**config.mk**
```make
export PLATFORM = sky130hd
export DESIGN_NAME = partition_fit_allocator
export DESIGN_NICKNAME = d
export VERILOG_FILES = /design/src/design/pfa_pkg.sv /design/src/design/partition_fit_allocator.sv
export SDC_FILE = /design/constraint.sdc
export NUM_CORES = 1
export LEC_CHECK = 0
export BUFFER_PORTS_ARGS = -buffer_cell sky130_fd_sc_hd__buf_2
export CORE_ASPECT_RATIO = 1.5
export CORE_MARGIN = 2
export CORE_UTILIZATION = 60
export CTS_CLUSTER_DIAMETER = 80
export DETAILED_ROUTE_END_ITERATION = 10
export GPL_TIMING_DRIVEN = 1
export PLACE_DENSITY = 0.78
export SYNTH_ARGS = -nofsm -noshare
export SYNTH_HDL_FRONTEND = slang
export SYNTH_SLANG_ARGS = --single-unit
```
**constraint.sdc**
```tcl
create_clock -name clk -period 36.1 [get_ports clk]
set_clock_uncertainty 0.1 [all_clocks]
set_input_delay 5.415 -clock clk [delete_from_list [all_inputs] [get_ports clk]]
set_output_delay 5.415 -clock clk [all_outputs]
set_load 0.005 [all_outputs]
```
**src/design/pfa_pkg.sv**
```systemverilog
// shared constants, codes and the result record of the partition fit allocator
package pfa_pkg;

	localparam int SLOTS_DEF       = 4;
	localparam int OFFSET_BITS_DEF = 31;

	localparam int AMT_W   = 32;
	localparam int SIZE_W  = 31;
	localparam int BASE_W  = 12;
	localparam int IDX_W   = 2;
	localparam int STAT_W  = 3;
	localparam int CODE_W  = 2;

	localparam int KIB_SHIFT = 10;
	localparam int MIB_SHIFT = 20;

	// actions
	localparam logic [CODE_W-1:0] ACT_PLACE = 2'd0;
	localparam logic [CODE_W-1:0] ACT_GROW  = 2'd1;
	localparam logic [CODE_W-1:0] ACT_READ  = 2'd2;

	// size units
	localparam logic [CODE_W-1:0] UNIT_B   = 2'd0;
	localparam logic [CODE_W-1:0] UNIT_KIB = 2'd1;
	localparam logic [CODE_W-1:0] UNIT_MIB = 2'd2;

	// fit modes
	localparam logic [CODE_W-1:0] FIT_FIRST = 2'd0;
	localparam logic [CODE_W-1:0] FIT_BEST  = 2'd1;
	localparam logic [CODE_W-1:0] FIT_WORST = 2'd2;

	// register indexes
	localparam logic [CODE_W-1:0] REG_DISK_SIZE  = 2'd0;
	localparam logic [CODE_W-1:0] REG_FIT_MODE   = 2'd1;
	localparam logic [CODE_W-1:0] REG_TABLE_BASE = 2'd2;

	localparam logic [SIZE_W-1:0] DISK_SIZE_RST  = '0;
	localparam logic [CODE_W-1:0] FIT_MODE_RST   = FIT_BEST;
	localparam logic [BASE_W-1:0] TABLE_BASE_RST = 12'd128;

	// status codes
	localparam logic [STAT_W-1:0] ST_OK        = 3'd0;
	localparam logic [STAT_W-1:0] ST_BAD_SIZE  = 3'd1;
	localparam logic [STAT_W-1:0] ST_FULL      = 3'd2;
	localparam logic [STAT_W-1:0] ST_EXT_TWICE = 3'd3;
	localparam logic [STAT_W-1:0] ST_NO_SPACE  = 3'd4;
	localparam logic [STAT_W-1:0] ST_NO_SLOT   = 3'd5;
	localparam logic [STAT_W-1:0] ST_OVER      = 3'd6;
	localparam logic [STAT_W-1:0] ST_UNCHANGED = 3'd7;

	typedef struct packed {
		logic [STAT_W-1:0] status;
		logic [IDX_W-1:0]  slot;
		logic [SIZE_W-1:0] start;
		logic [SIZE_W-1:0] size;
		logic              valid;
		logic              ext;
	} res_t;

endpackage

```
**src/design/partition_fit_allocator.sv**
```systemverilog
// partition fit allocator: sorted region table with first, best and worst fit placement
//
// Usage: software writes disk_size, fit_mode and table_base through cfg_we, cfg_addr and
// cfg_data while the block is idle. A command (action, amount, size_unit, region_kind,
// slot_index) is taken at a clock edge with start high and busy low. Exactly one result
// follows: done is high for one cycle with status, result_slot, region_start,
// region_size, region_valid and region_extended, and the receiver must take it then.
// busy is low again in the cycle that done is high, so the next command may start there.
// Command flow: a read, an unknown action or a request refused straight away finishes
// from idle; a grow passes S_GROW_A and then S_GROW_B, or ends in S_GROW_A when the new
// size would be nothing; a place with no fitting gap ends after scanning the valid
// regions, and a place that fits scans them and then moves regions up in S_SHIFT to
// make room before it finishes.
// A place steps one gap subtractor and compare through the regions one per cycle, then
// moves one region per cycle for the insertion.
// Reset empties the table and loads disk_size 0, best fit and table_base 128.
// One command is worked on at a time.
module partition_fit_allocator #(
	parameter int SLOTS       = pfa_pkg::SLOTS_DEF,
	parameter int OFFSET_BITS = pfa_pkg::OFFSET_BITS_DEF
) (
	input  logic                              clk,
	input  logic                              arst_n,
	input  logic                              cfg_we,
	input  logic [pfa_pkg::CODE_W-1:0]        cfg_addr,
	input  logic [pfa_pkg::SIZE_W-1:0]        cfg_data,
	input  logic                              start,
	output logic                              busy,
	input  logic [pfa_pkg::CODE_W-1:0]        action,
	input  logic signed [pfa_pkg::AMT_W-1:0]  amount,
	input  logic [pfa_pkg::CODE_W-1:0]        size_unit,
	input  logic                              region_kind,
	input  logic [pfa_pkg::IDX_W-1:0]         slot_index,
	output logic                              done,
	output logic [pfa_pkg::STAT_W-1:0]        status,
	output logic [pfa_pkg::IDX_W-1:0]         result_slot,
	output logic [pfa_pkg::SIZE_W-1:0]        region_start,
	output logic [pfa_pkg::SIZE_W-1:0]        region_size,
	output logic                              region_valid,
	output logic                              region_extended
);
	import pfa_pkg::*;

	localparam int SI  = $clog2(SLOTS);
	localparam int OB  = OFFSET_BITS;
	localparam int OW  = (OB > SIZE_W) ? OB : SIZE_W;
	localparam int PW  = OW + 3;
	localparam int SZW = AMT_W - 1 + MIB_SHIFT;
	localparam int DW  = ((OB > SZW) ? OB : SZW) + 4;
	localparam logic [SI-1:0] LAST_IDX = SI'(SLOTS - 1);

	typedef enum logic [4:0] {
		S_IDLE   = 5'b00001,
		S_SCAN   = 5'b00010,
		S_SHIFT  = 5'b00100,
		S_GROW_A = 5'b01000,
		S_GROW_B = 5'b10000
	} state_t;

	function automatic logic [SIZE_W-1:0] out_w(input logic [OB-1:0] v);
		logic [OW-1:0] t;
		t = OW'(v);
		return t[SIZE_W-1:0];
	endfunction

	function automatic res_t pack_res(input logic [STAT_W-1:0] st, input logic [SI-1:0] idx,
			input logic [OB-1:0] s, input logic [OB-1:0] z, input logic v, input logic e);
		res_t r;
		r.status = st;
		r.slot   = IDX_W'(idx);
		r.start  = v ? out_w(s) : '0;
		r.size   = v ? out_w(z) : '0;
		r.valid  = v;
		r.ext    = v & e;
		return r;
	endfunction

	function automatic res_t res_fail(input logic [STAT_W-1:0] st);
		return pack_res(st, '0, '0, '0, 1'b0, 1'b0);
	endfunction

	// configuration
	logic [SIZE_W-1:0] disk_q;
	logic [CODE_W-1:0] fit_q;
	logic [BASE_W-1:0] tbase_q;

	// region table
	logic [SLOTS-1:0]  valid_q;
	logic [SLOTS-1:0]  ext_q;
	logic [OB-1:0]     start_q [SLOTS];
	logic [OB-1:0]     size_q  [SLOTS];

	// sequencer and working registers
	state_t            state_q, state_d;
	logic              done_q;
	res_t              res_q;
	logic [SI-1:0]     i_q, j_q, k_q;
	logic [OB-1:0]     sz_q;
	logic              kind_q;
	logic signed [PW-1:0] base_q, best_left_q;
	logic [OB-1:0]     best_start_q;
	logic              found_q;
	logic signed [DW-1:0] delta_q, nsz_q;
	logic [OB-1:0]     gstart_q;

	// shared read port of the table
	logic [SI-1:0]     rd_addr;
	logic [OB-1:0]     rd_start, rd_size;
	logic              rd_valid, rd_ext;

	logic [4:0]        sh_c;
	logic              unit_ok, amt_pos, over_c, idx_ok;
	logic [SI-1:0]     idx_c;
	logic [SZW-1:0]    sz_wide_c;
	logic signed [DW-1:0] delta_c, nsz_c, end_c, limit_c;
	logic              ext_any, low_ext, place_full, place_ext2;
	logic signed [PW-1:0] start_z, gap_c, left_c, next_base_c;
	logic              fits_c, better_c, take_c, move_c, over_lim, nonpos_c, has_next;

	logic              fin_c;
	res_t              res_c;
	logic              slot_we, size_only;
	logic [SI-1:0]     wa;
	logic [OB-1:0]     wd_start, wd_size;
	logic              wd_ext;

	always_comb begin
		unique case (state_q)
			S_SCAN:   rd_addr = i_q;
			S_SHIFT:  rd_addr = j_q - 1'b1;
			S_GROW_A: rd_addr = k_q;
			S_GROW_B: rd_addr = k_q + 1'b1;
			default:  rd_addr = SI'(slot_index);
		endcase
	end

	assign rd_start = start_q[rd_addr];
	assign rd_size  = size_q[rd_addr];
	assign rd_valid = valid_q[rd_addr];
	assign rd_ext   = ext_q[rd_addr];

	// request decode
	always_comb begin
		unique case (size_unit)
			UNIT_KIB: sh_c = 5'(KIB_SHIFT);
			UNIT_MIB: sh_c = 5'(MIB_SHIFT);
			default:  sh_c = '0;
		endcase
	end

	assign unit_ok   = (size_unit == UNIT_B) || (size_unit == UNIT_KIB) || (size_unit == UNIT_MIB);
	assign amt_pos   = !amount[AMT_W-1] && (amount != '0);
	assign sz_wide_c = SZW'(amount[AMT_W-2:0]) << sh_c;
	assign over_c    = (sz_wide_c >> OB) != '0;
	assign delta_c   = DW'(amount) <<< sh_c;
	assign idx_ok    = 32'(slot_index) < 32'(SLOTS);
	assign idx_c     = SI'(slot_index);

	// table scan checks: a full table is reported unless the request is extended and a slot
	// below the last one already holds an extended region
	assign ext_any    = |(valid_q & ext_q);
	assign low_ext    = |(valid_q[SLOTS-2:0] & ext_q[SLOTS-2:0]);
	assign place_full = (&valid_q) && !(region_kind && low_ext);
	assign place_ext2 = region_kind && ext_any;

	// gap unit
	assign start_z     = $signed(PW'(rd_start));
	assign gap_c       = rd_valid ? (start_z - base_q) : ($signed(PW'(disk_q)) - base_q);
	assign left_c      = gap_c - $signed(PW'(sz_q));
	assign fits_c      = !left_c[PW-1];
	assign better_c    = !found_q ||
	                     ((fit_q == FIT_BEST) && (left_c < best_left_q)) ||
	                     ((fit_q == FIT_WORST) && (left_c > best_left_q));
	assign take_c      = fits_c && better_c;
	assign next_base_c = start_z + $signed(PW'(rd_size));

	// insertion: move the region below up while it starts after the new one
	assign move_c = (j_q != '0) && (rd_start > best_start_q);

	// grow unit
	assign nsz_c    = $signed(DW'(rd_size)) + delta_q;
	assign nonpos_c = nsz_c[DW-1] || (nsz_c == '0);
	assign end_c    = $signed(DW'(gstart_q)) + nsz_q;
	assign has_next = (k_q != LAST_IDX) && rd_valid;
	assign limit_c  = has_next ? $signed(DW'(rd_start)) : $signed(DW'(disk_q));
	assign over_lim = end_c > limit_c;

	always_comb begin
		state_d   = state_q;
		fin_c     = 1'b0;
		res_c     = res_fail(ST_OK);
		slot_we   = 1'b0;
		size_only = 1'b0;
		wa        = j_q;
		wd_start  = best_start_q;
		wd_size   = sz_q;
		wd_ext    = kind_q;
		unique case (state_q)
			S_IDLE: begin
				if (start) begin
					unique case (action)
						ACT_PLACE: begin
							fin_c = 1'b1;
							if (!amt_pos || !unit_ok || over_c) begin
								res_c = res_fail(ST_BAD_SIZE);
							end else if (place_full) begin
								res_c = res_fail(ST_FULL);
							end else if (place_ext2) begin
								res_c = res_fail(ST_EXT_TWICE);
							end else begin
								fin_c   = 1'b0;
								state_d = S_SCAN;
							end
						end
						ACT_GROW: begin
							fin_c = 1'b1;
							if (!unit_ok) begin
								res_c = res_fail(ST_BAD_SIZE);
							end else if (!idx_ok || !rd_valid) begin
								res_c = res_fail(ST_NO_SLOT);
							end else begin
								fin_c   = 1'b0;
								state_d = S_GROW_A;
							end
						end
						ACT_READ: begin
							fin_c = 1'b1;
							if (!idx_ok) begin
								res_c = res_fail(ST_NO_SLOT);
							end else begin
								res_c = pack_res(ST_OK, idx_c, rd_start, rd_size, rd_valid, rd_ext);
							end
						end
						default: begin
							fin_c = 1'b1;
							res_c = res_fail(ST_UNCHANGED);
						end
					endcase
				end
			end
			S_SCAN: begin
				// first empty slot ends the table: the last gap runs to the disk end
				if (!rd_valid) begin
					if (!(found_q || fits_c)) begin
						fin_c   = 1'b1;
						res_c   = res_fail(ST_NO_SPACE);
						state_d = S_IDLE;
					end else begin
						state_d = S_SHIFT;
					end
				end
			end
			S_SHIFT: begin
				slot_we = 1'b1;
				if (move_c) begin
					wd_start = rd_start;
					wd_size  = rd_size;
					wd_ext   = rd_ext;
				end else begin
					fin_c   = 1'b1;
					res_c   = pack_res(ST_OK, j_q, best_start_q, sz_q, 1'b1, kind_q);
					state_d = S_IDLE;
				end
			end
			S_GROW_A: begin
				if (nonpos_c) begin
					fin_c   = 1'b1;
					res_c   = pack_res(ST_UNCHANGED, k_q, rd_start, rd_size, 1'b1, rd_ext);
					state_d = S_IDLE;
				end else begin
					state_d = S_GROW_B;
				end
			end
			S_GROW_B: begin
				fin_c   = 1'b1;
				state_d = S_IDLE;
				if (over_lim) begin
					res_c = res_fail(ST_OVER);
				end else begin
					slot_we   = 1'b1;
					size_only = 1'b1;
					wa        = k_q;
					wd_size   = nsz_q[OB-1:0];
					res_c     = pack_res(ST_OK, k_q, gstart_q, nsz_q[OB-1:0], 1'b1, ext_q[k_q]);
				end
			end
			default: begin
				state_d = S_IDLE;
			end
		endcase
	end

	// control state
	always_ff @(posedge clk or negedge arst_n) begin
		if (!arst_n) begin
			state_q <= S_IDLE;
			done_q  <= 1'b0;
			valid_q <= '0;
			disk_q  <= DISK_SIZE_RST;
			fit_q   <= FIT_MODE_RST;
			tbase_q <= TABLE_BASE_RST;
		end else begin
			state_q <= state_d;
			done_q  <= fin_c;
			if (slot_we && !size_only) begin
				valid_q[wa] <= 1'b1;
			end
			if (cfg_we) begin
				unique case (cfg_addr)
					REG_DISK_SIZE:  disk_q  <= cfg_data;
					REG_FIT_MODE:   fit_q   <= cfg_data[CODE_W-1:0];
					REG_TABLE_BASE: tbase_q <= cfg_data[BASE_W-1:0];
					default: begin
					end
				endcase
			end
		end
	end

	// table contents and working registers
	always_ff @(posedge clk) begin
		if (slot_we) begin
			size_q[wa] <= wd_size;
			if (!size_only) begin
				start_q[wa] <= wd_start;
				ext_q[wa]   <= wd_ext;
			end
		end
		if (fin_c) begin
			res_q <= res_c;
		end
		unique case (state_q)
			S_IDLE: begin
				sz_q    <= sz_wide_c[OB-1:0];
				kind_q  <= region_kind;
				base_q  <= $signed(PW'(tbase_q));
				found_q <= 1'b0;
				i_q     <= '0;
				delta_q <= delta_c;
				k_q     <= idx_c;
			end
			S_SCAN: begin
				if (take_c) begin
					found_q      <= 1'b1;
					best_left_q  <= left_c;
					best_start_q <= base_q[OB-1:0];
				end
				if (rd_valid) begin
					base_q <= next_base_c;
					i_q    <= i_q + 1'b1;
				end else begin
					j_q <= i_q;
				end
			end
			S_SHIFT: begin
				if (move_c) begin
					j_q <= j_q - 1'b1;
				end
			end
			S_GROW_A: begin
				nsz_q    <= nsz_c;
				gstart_q <= rd_start;
			end
			default: begin
			end
		endcase
	end

	assign busy            = (state_q != S_IDLE);
	assign done            = done_q;
	assign status          = res_q.status;
	assign result_slot     = res_q.slot;
	assign region_start    = res_q.start;
	assign region_size     = res_q.size;
	assign region_valid    = res_q.valid;
	assign region_extended = res_q.ext;

endmodule
```
Word level (Yosys, flattened, before mapping) --
Memories as Yosys holds them, arrays and structs flattened. Index checks and enable logic that the tools add are counted.
Word-level totals: bits in registers 407, memory bits (writable) 248, memories kept 2, output and inout bits 71, logic and storage cells 203, bits of input ports 76
Cells by class: $add $sub $neg 9, bitwise gates (word level) 5, multiplexer cells 78, reduce and logical (&&, ||, !) cells 47, order comparisons 8, shifts and indexed selects 2, equality and inequality tests 27
Memories:
- size_q | depth 4, width 31, read ports 1, clocked after memory_dff 0, wr ports 1, line partition_fit_allocator.sv:91 | logic [OB-1:0] size_q [SLOTS];
- start_q | depth 4, width 31, read ports 1, clocked after memory_dff 0, wr ports 1, line partition_fit_allocator.sv:90 | logic [OB-1:0] start_q [SLOTS];
Operators by type and width (count):
- $mux W69 | 7
- $pmux W69 S5 | 1
- $mux W31 | 7
- $pmux W69 S3 | 1
- $mux W68 | 3
- $add A32 B55 Y55 | 2
- $mux W34 | 2
- $pmux W34 S2 | 1
- $sub A32 B34 Y34 | 2
- $mux W66 | 1
- $pmux W31 S2 | 1
- $gt A55 B32 Y1 | 1
- $logic_not A55 Y1 | 1
- $sshl A32 B5 Y55 | 1
- $reduce_bool A51 Y1 | 1
- $shl A31 B5 Y51 | 1
- $mux W5 | 9
- $gt A34 B34 Y1 | 1
- $lt A34 B34 Y1 | 1
- $sub A34 B32 Y34 | 1
- $add A31 B31 Y32 | 1
- $reduce_bool A32 Y1 | 1
- $gt A31 B31 Y1 | 1
- $mux W1 | 24
- other kinds (42) | 104

Longest topological paths before layout --
word-level depth 14, depth in mapped cells 45

Least setup slack after synthesis --
OpenSTA, ideal clock, no wires.
path kind input -> register, start point input slot_index[1] (netlist bit), end point register best_left_q[0] (enable), path buffers 3, data arrival time 17.459 ns, stages 38, required time 35.432 ns, path slack 17.973 ns, cell sequence mux2i_1 clkbuf_1 clkbuf_1 buf_1 mux2i_1 nand2_1 o21ai_1 o21ai_0 ha_1 nor2b_1 o21ai_0 a21boi_0 o211ai_1 a32oi_1 a21o_1 a21o_1 a21oi_1 xnor2_1 (+2 left out) a21o_1 a21o_1 a21oi_1 a211oi_1 o221ai_1 o41ai_1 o31a_1 o21ai_0 mux2i_1 a21oi_1 ha_1 nand2_1 o21ai_0 or4_1 or4_1 a21oi_1 a311oi_1 nor3_1
On the way: longest elaborated chain between the ends 11, elaborated cells on any way between the ends 16, classes of those cells add/sub (2); order compare (2); mux (4); reduce/logical (7); memory (1)
RTL lines:
- start: declaration | line partition_fit_allocator.sv:33 | input logic [pfa_pkg::IDX_W-1:0] slot_index,
- $pmux W2 S4 * | line partition_fit_allocator.sv:128 | unique case (state_q)
- $mem_v2 Z4 W31 / $bmux W1 S2 (equally long branches)
- $sub A32 B34 Y34 / $mux W1 (equally long branches) | line partition_fit_allocator.sv:168, partition_fit_allocator.sv:139
- $mux W34 * | line partition_fit_allocator.sv:168 | assign gap_c = rd_valid ? (start_z - base_q) : ($signed(PW'(disk_q)) - base_q);
- $sub A34 B32 Y34 * | line partition_fit_allocator.sv:169 | assign left_c = gap_c - $signed(PW'(sz_q));
- named net left_c[32] | line partition_fit_allocator.sv:117 | logic signed [PW-1:0] start_z, gap_c, left_c, next_base_c;
- $lt A34 B34 Y1 | line partition_fit_allocator.sv:172 | ((fit_q == FIT_BEST) && (left_c < best_left_q)) ||
- $logic_and A1 B1 Y1 | line partition_fit_allocator.sv:172
- $logic_or A1 B1 Y1 | line partition_fit_allocator.sv:171 | assign better_c = !found_q ||
- $logic_or A1 B1 Y1 * | line partition_fit_allocator.sv:172
- $logic_and A1 B1 Y1 * | line partition_fit_allocator.sv:174 | assign take_c = fits_c && better_c;
- $reduce_and A2 Y1 (no source line) *
- end signal: assignment | line partition_fit_allocator.sv:345 | best_left_q <= left_c;
- end: declaration | line partition_fit_allocator.sv:100 | logic signed [PW-1:0] base_q, best_left_q;
The timed path passes the listed nets; every way through them passes the cells marked *. The select of a mux whose other input is x is not followed. A chain may end at the register's enable or synchronous reset.

Final worst setup path --
start point input slot_index[0] (netlist bit), end point register best_start_q[15] (enable)
On the way: longest elaborated chain between the ends 11, elaborated cells on any way between the ends 16, classes of those cells add/sub (2); order compare (2); mux (4); reduce/logical (7); memory (1)
RTL lines:
- $pmux W2 S4 * | line partition_fit_allocator.sv:128
- $mem_v2 Z4 W31 / $bmux W1 S2 (equally long branches)
- $sub A32 B34 Y34 / $mux W1 (equally long branches) | line partition_fit_allocator.sv:168, partition_fit_allocator.sv:139
- $mux W34 * | line partition_fit_allocator.sv:168
- $sub A34 B32 Y34 * | line partition_fit_allocator.sv:169
- named net left_c[32] | line partition_fit_allocator.sv:117
- $lt A34 B34 Y1 | line partition_fit_allocator.sv:172
- $logic_and A1 B1 Y1 | line partition_fit_allocator.sv:172
- $logic_or A1 B1 Y1 | line partition_fit_allocator.sv:171
- $logic_or A1 B1 Y1 * | line partition_fit_allocator.sv:172
- $logic_and A1 B1 Y1 * | line partition_fit_allocator.sv:174
- $reduce_and A2 Y1 (no source line) *
- end signal: assignment | line partition_fit_allocator.sv:346 | best_start_q <= base_q[OB-1:0];
- end: declaration | line partition_fit_allocator.sv:101 | logic [OB-1:0] best_start_q;
Marked as above.

==> summary.txt <==
Syn. warnings - 0
Crit path launch type - input port
Count of pins over their slew limit - 0
Post-synthesis compound-gate area fraction - 0.175
WS Path Type - in2reg
Cell Pwr Density - 56.4 mW/mm^2
Worst-margin pin slew - 1200 ps
Clk slew on worst S/H paths - 70 ps
Mapped cell area - 0.0385 mm^2
Multi-input logic area - 0.0186 mm^2
CTS tree - yes
CTS buffer count - 60
# resized after CTS - 0
DR vias/cell - 6.68
Rows - 113
Fillers - 4,983
Most common cell after layout, fill and taps aside - edfxtp_1
Routability congestion estimate - 1.04
Post-route design area - 0.0422 mm^2
VDD IR max - 0.0446 mV
Main combinational cell family by area after synthesis - compound AO/OA/AOI/OAI gates
Critical Path RT - 36,290 ps
Htree depth - 2
Overflow after GRT - 0
Clock Root Buffer - clkbuf_16
Fin cells - 4,683
Height of the die - 314 um
Drt initial violations - 3,517
Global-route wire length before repair - 186,000 um
Highest Clock Rate - 0.0653 GHz
Syn avg cell area - 10.3 um^2
Post-synth cell types - 81
Post-CTS Setup Bufs - 0
#FFs+latches synth - 622
Initial antenna violation count - 2
Max-Cap Viols - 0
Largest net degree at the start of global routing - 84
CTS Hold Buffers Added - 0
Share of cells above drive strength 1 - 0.122
Most frequent cells in the layout - 567 x edfxtp_1, 333 x nand2_1, 294 x o21ai_0
# IOs - 147
Hold Vio Cnt, Final - 0
Critical path data arrival time - 15,500 ps
DRT antenna net count - 0
Adder-cell share of the synthesized area - 0.0862
Longest Clk Path Bufs - 3
Fin nets - 4,165
Die Width - 211 um
Fin crit share - 0.424
Drt pass-1 iters - 6
FF/Latch Area - 0.0184 mm^2
Asr flop ratio synth - 0.0884
Worst path slowest cell - buf_4
Detailed-route wire length - 127,000 um
Clock latency on the worst-skew pair - 660 ps
# setup viols final - 0
Hpwl dp - 96,000 um
Post-Synth XOR/XNOR Area - 0.0355
Class of the worst hold path - reg2reg
Placed standard-cell area - 0.0401 mm^2
Wire length per cell - 27.1 um
Slew margin rel. - 0.179
CP Capture Type - register
Routed via count - 31,300
Port bufs - 146
Syn_nets - 4,068
Post-route total power - 2.38 mW
RSZ-0062 raised after global routing - no
DRC viols - 0
Post-synthesis cell count - 3,730
Area growth, synth to finish - 9.70%
Cell repeated most along the worst path - a21o_1
Status - finished, final reports clean
GR Util All Layers - 0.381
Smallest hold slack - 352 ps
Post-synth EDFFs - 567
Synth Flop Type - edfxtp_1
Clock sink count - 622
Largest stage delay on the critical path - 690 ps
Number of diodes - 0
Placed cells - 4,570
Initial Util - 0.607
Vias in the first global route - 30,000
Core area - 0.0633 mm^2
DIE AREA - 0.0662 mm^2
Worst-path maximum fanout - 79
Simple-Gate Fraction of Synth Area - 0.129
Mux cell area share after synthesis - 0.0542
Leak - 16.8 nW
Final min period - 15,310 ps
Setup tns final - 0 ps
Seq/Total Area, Yosys - 0.479
worst paths after layout:
kind                               start               end  slack (ps)  cells after the start
min                           base_q[26]  best_start_q[26]         350                      0
min reg2reg                   base_q[26]  best_start_q[26]         350                      0
max reg2reg                   state_q[1]  best_start_q[15]       23670                     39
min in group asynchronous         arst_n        disk_q[21]        4800                      2
max                        slot_index[0]  best_start_q[15]       20790                     38
max in group asynchronous         arst_n          fit_q[1]       30500                      2
registers in the layout (all words and copies together) (netlist names), 3 cells and up:
| register | count |
|---|---|
| ext_q | 4 |
| nsz_q | 55 |
| state_q | 5 |
| disk_q | 31 |
| gstart_q | 31 |
| tbase_q | 12 |
| base_q | 32 |
| valid_q | 4 |
| status | 3 |
| region_size | 31 |
| start_q | 124 |
| best_start_q | 31 |
| region_start | 31 |
| sz_q | 30 |
| size_q | 124 |
| delta_q | 25 |
| best_left_q | 34 |
kinds of logic (layout without fill, tap and decap cells):
family | after synthesis | in the layout
adders and majority gates | 262 | 262
muxes | 193 | 193
DFF | 622 | 622
and+or+nand+nor | 1029 | 1029
buffers and inverters | 421 | 569
AOI/OAI and AO/OA | 1047 | 1047
xor gates and xnor gates | 156 | 156
Yosys cell counts, drive strengths merged, types with 11 or more instances:
cell | instances | area share
a311oi | 35 | 0.0080
o21ai | 301 | 0.039
or4 | 11 | 0.0021
o221ai | 26 | 0.0059
o2111ai | 11 | 0.0025
a21oi | 245 | 0.032
o21a | 34 | 0.0066
nand3 | 62 | 0.0081
o32ai | 31 | 0.0071
edfxtp | 567 | 0.44
buf | 30 | 0.0033
dfrtp | 52 | 0.034
xor2 | 55 | 0.013
nor2 | 221 | 0.022
nor3 | 80 | 0.010
and2 | 28 | 0.0046
o31ai | 23 | 0.0045
mux2 | 111 | 0.033
xnor2 | 101 | 0.023
a21o | 93 | 0.018
nand2b | 28 | 0.0046
nor4 | 23 | 0.0037
inv | 245 | 0.024
o21bai | 37 | 0.0072
a211oi | 46 | 0.0090
nor2b | 52 | 0.0085
and3 | 54 | 0.0088
clkbuf | 145 | 0.014
nand4 | 65 | 0.011
o211ai | 34 | 0.0066
a31oi | 28 | 0.0046
or3 | 17 | 0.0028
ha | 257 | 0.084
nand2 | 336 | 0.033
or2 | 19 | 0.0031
mux2i | 81 | 0.021
a31o | 12 | 0.0027
per-stage QoR:
stage	util	setup WS [ps]
floorplan	-	17970
CTS	0.666	20900
global route	0.666	19980
global placement	0.634	20460
detailed placement	0.634	20300
finish	0.666	20790
layout make-up:
cell class                      count  area share
Multi-Input combinational cell   2687       0.440
Clock inverter                     39      0.0109
Inverter                          246      0.0219
Clock buffer                       74      0.0378
Sequential cell                   622       0.436
Tap cell                          805      0.0239
Timing Repair Buffer              210      0.0287
power breakdown:
group	internal, mW	total [mW]	switching [mW]
logic	0.325	0.832	0.507
clock network	0.374	0.658	0.285
registers	0.855	0.889	0.0338
metal layers:
layer | vias up | share of wire | GRT usage
li1 | 14200 | - | -
met2 | 1699 | 0.49 | 0.654
met3 | 428 | 0.083 | 0.0616
met4 | 0 | 0.078 | 0.254
met5 | - | 0 | 0
met1 | 15000 | 0.35 | 0.439
worst max-delay path: cells and delay by family:
kind / cells / cell delay, ps
compound gates: 21 / 4940
simple gates: 7 / 1530
xor+xnor: 1 / 140
buf+inv: 4 / 1910
fa+ha+maj: 3 / 1000
mux: 2 / 440
Power figures use the tool's default switching activity.
